<file path="config.mk">
export PLATFORM = sky130hd
export DESIGN_NAME = sst_ram
export DESIGN_NICKNAME = d
export VERILOG_FILES = /design/src/hw/rtl/sst_ram.sv
export SDC_FILE = /design/constraint.sdc
export NUM_CORES = 1
export LEC_CHECK = 0
export BUFFER_PORTS_ARGS = -buffer_cell sky130_fd_sc_hd__buf_2
export CAP_MARGIN = 40
export CORE_AREA = 4 4 138 100
export CTS_CLUSTER_DIAMETER = 80
export DETAILED_ROUTE_END_ITERATION = 7
export DIE_AREA = 0 0 142 104
export PLACE_DENSITY = 0.69
export SLEW_MARGIN = 20
export SYNTH_ARGS = -nofsm -noshare
export SYNTH_HDL_FRONTEND = slang
export SYNTH_SLANG_ARGS = --single-unit
</file>
<file path="constraint.sdc">
create_clock -name clk -period 4.8 [get_ports clk]
set_input_delay 0.72 -clock clk [delete_from_list [all_inputs] [get_ports clk]]
set_output_delay 0.72 -clock clk [all_outputs]
set_load 0.05 [all_outputs]
</file>
<file path="src/hw/rtl/sst_ram.sv">
// Generic simple dual-port RAM: one write port, one read port, registered read.
// No dependencies.
module sst_ram #(
	parameter int WIDTH = 8,
	parameter int DEPTH = 16
) (
	input  logic                     clk,
	input  logic                     we,
	input  logic [$clog2(DEPTH)-1:0] waddr,
	input  logic [WIDTH-1:0]         wdata,
	input  logic [$clog2(DEPTH)-1:0] raddr,
	output logic [WIDTH-1:0]         rdata
);
	logic [WIDTH-1:0] mem [DEPTH];

	always_ff @(posedge clk) begin
		if (we) mem[waddr] <= wdata;
		rdata <= mem[raddr];
	end
endmodule

</file>
### After elaboration in Yosys (flattened, before gate mapping)

Memory sizes are Yosys's and may differ from the RTL's. A register that Yosys moved wholly into a read port is not among the register bits.
Cells that the tools add are included.

| word-level totals | value |
|---|---|
| memories | 1 |
| input port bits | 18 |
| output and inout bits | 8 |
| RAM bits | 128 |
| latch bits | 0 |
| bits in read-only memories | 0 |
| register bits after elaboration | 0 |

Memories:

| memory | depth | bits a word | rd ports | clocked after memory_dff | wr ports | line | text |
|---|---|---|---|---|---|---|---|
| mem | 16 | 8 | 1 | 1 | 1 | 14 | `logic [WIDTH-1:0] mem [DEPTH];` |

| cells by class | value |
|---|---|
| magnitude comparators | 0 |
| add/subtract/negate cells | 0 |
| shift operators | 0 |
| bitwise gates (word level) | 0 |
| multipliers | 0 |
| mux-type cells | 2 |
| reduce and logical (&&, ||, !) cells | 0 |
| div/mod/pow operators | 0 |
| equal/unequal tests | 0 |

Operators by type and width:

| cell | number |
|---|---|
| 1-bit 2-to-1 mux | 2 |

### Logic depth before layout (Yosys ltp)

| depth | value |
|---|---|
| depth after elaboration | 2 |
| mapped depth | 5 |
| mapped depth without buffers | 3 |

### Worst setup path after synthesis

OpenSTA, ideal clock, no wires.

| timing | value |
|---|---|
| kind | input port to flip-flop |
| start | input port waddr[2] |
| end | memory mem[0][0] (enable) |
| path slack | 2.587 ns |
| buffers on the path | 0 |
| data arrival time | 1.830 ns |
| cell stages on the path | 2 |
| cell sequence | or3b_2 -> nor3_1 |

RTL lines:

| element | line | text |
|---|---|---|
| start: declaration | 9 | `input logic [$clog2(DEPTH)-1:0] waddr,` |
| end: declaration | 14 |  |

Straight into the memory's write port.

==> impl_metrics.env <==
export IMPL_boundaryPins=26
export IMPL_crit_type="in -> reg"
export IMPL_reg2regPathDepth=3
export IMPL_critical_path_arrival_ps=2310
export IMPL_synth_top_area_cell="edfxtp_1"
export IMPL_synth_area_per_cell_um2=22.5
export IMPL_syn_nets=247
export IMPL_holdPathStages=3
export IMPL_post_place_cells=414
export IMPL_yosysSeqAreaShare_pct=77.8
export IMPL_dp_hpwl_um=6420
export IMPL_fp_dieArea_um2=14800
export IMPL_cp_required_ps=5090
export IMPL_leakage_nw=2.08
export IMPL_path_clk_slew_ps=50
export IMPL_vias=2406
export IMPL_gp_congestion=0.773
export IMPL_wl_per_cell_um=21.8
export IMPL_diodes=0
export IMPL_clk_root_buffer_cell="clkbuf_16"
export IMPL_max_slew_margin_rel_pct=46.4
export IMPL_synth_seq_cells=136
export IMPL_initial_utilization_pct=41.6
export IMPL_insertion_delay_ps=410
export IMPL_antenna_found_initial=0
export IMPL_ctsResizeCount=0
export IMPL_holdBufCountCts=0
export IMPL_std_cell_rows=34
export IMPL_layout_drive_gt1_share_pct=30.6
export IMPL_grt_max_degree=33
export IMPL_clock_sink_count=136
export IMPL_drt_iter0_markers=292
export IMPL_period_share_pct=41.9
export IMPL_stdcell_count=453
export IMPL_max_clock_freq_mhz=497
export IMPL_endpoint_kind="register"
export IMPL_portBuffers=25
export IMPL_hold_viol=0
export IMPL_worstMarginPinSlew_ps=799
export IMPL_grt_pass1_wl_um=15200
export IMPL_vdd_drop_max_uv=279
export IMPL_synth_top_area_share_pct=74.7
export IMPL_core_um2=12400
export IMPL_post_cts_buffers=0
export IMPL_finalSetupTns_ps=0
export IMPL_synth_area_leaders="edfxtp_1, mux4_2, mux4_1"
export IMPL_fp_dieW_um=142
export IMPL_hold_path_class="reg -> reg"
export IMPL_wirelength_um=9880
export IMPL_synth_cell_types=19
export IMPL_status="finished, final reports clean"
export IMPL_ctsLongestPathBuffers=2
export IMPL_setup_viol=0
export IMPL_nets=296
export IMPL_syn2layout_area_growth_pct=19.0
export IMPL_cts_buffers=17
export IMPL_finClkSkew_ps=7.82
export IMPL_viasPerCell=5.31
export IMPL_die_h_um=104
export IMPL_grtUsageTotal_pct=14.5
export IMPL_grt_overflow=0
export IMPL_drcViolationCount=0
export IMPL_period_needed_ps=2010
export IMPL_cts_htree_levels=4
export IMPL_netlist_area_um2=5150
export IMPL_drv_cap=0
export IMPL_yosys_warnings=0
export IMPL_drt_pass1_iter_count=4
export IMPL_power_density_nw_per_um2=457
export IMPL_cp_max_fo=18
export IMPL_startpoint_type="primary input"
export IMPL_antenna_left=0
export IMPL_synthCells=229
export IMPL_slew_violations=0
export IMPL_grt_pass1_vias=2513
export IMPL_rsz0062_at_grt="false"
export IMPL_cts_tree="built"
-- cell usage in the layout, fill, tap and decap left out, types with 3 or more instances in the layout --
cell type,instances
clkinv_2,4
mux4_1,14
a22oi_1,16
buf_2,26
mux4_2,18
buf_4,13
clkbuf_16,17
dfxtp_1,8
clkinv_1,3
nand2_1,9
bufinv_16,4
nor2_1,13
edfxtp_1,128
nor3_1,3
-- routing by layer --
metal | global-route usage (%) | share of wire [%]
met1 | 20.7 | 41
met2 | 20.3 | 46
met3 | 5.42 | 12
met4 | 5.14 | 1.1
met5 | 0 | 0
-- synth_stat cells --
library cell,n
nor3_1,4
nor2_1,13
mux4_1,14
nand2b_1,2
and2_1,1
dfxtp_1,8
buf_6,3
buf_4,1
nand2_1,9
and2b_1,1
or3b_2,1
nand3_1,1
clkdlybuf4s25_2,3
edfxtp_1,128
nor2b_1,1
mux4_2,18
a22oi_1,16
nand3b_1,2
buf_2,3
-- kinds of logic (layout without fill, tap and decap cells) --
kind of cell	count (synthesis)	count (layout)	share of synthesized area, %
flops	136	136	77.8
simple gates	35	35	3.18
mux	32	32	15.0
compound gates	16	16	2.33
buf+inv	10	72	1.68
-- per-stage QoR --
step                setup slack [ps]  power [mW]  instance area, um2  utilization [%]  hold WS, ps
detailed placement              2310        1.51                5460             44.1          665
floorplan                       2590        1.45                5150                -          629
global route                    2650        2.90                6130             49.5          689
global placement                2050        1.50                5410             43.7          662
CTS                             2750        2.83                6070             49.1          673
finish                          2790        2.80                6130             49.5          679
-- worst max-delay path, stage by stage --
cell and delay (ps):
buf_2 410, buf_12 250, mux4_1 580, a22oi_1 250
nand2_1 80
-- power breakdown --
part           internal [mW]  switching, mW
registers               1.33        0.00974
logic                 0.0512         0.0948
clock network          0.860          0.459
total                   2.24          0.563
-- worst paths after layout --
kind	slack (ps)	start	to
setup / recovery	2790	raddr[0]	rdata[2]
hold / removal	680	mem[11][5]	rdata[5]
setup reg to reg	3490	mem[9][1]	rdata[1]
hold reg to reg	680	mem[11][5]	rdata[5]
-- registers in the layout, indices dropped and copies added, names as in the netlist --
| signal | count |
|---|---|
| mem | 128 |
| rdata | 8 |
-- cell type report --
cell class	instances	area [um2]
fill	981	6250
multi-input combinational	83	1060
clock inverter	15	184
sequential	136	4000
timing repair buffer	40	248
tap	162	203
clock buffer	17	425
Note: power is estimated with default switching activity, not from simulation.
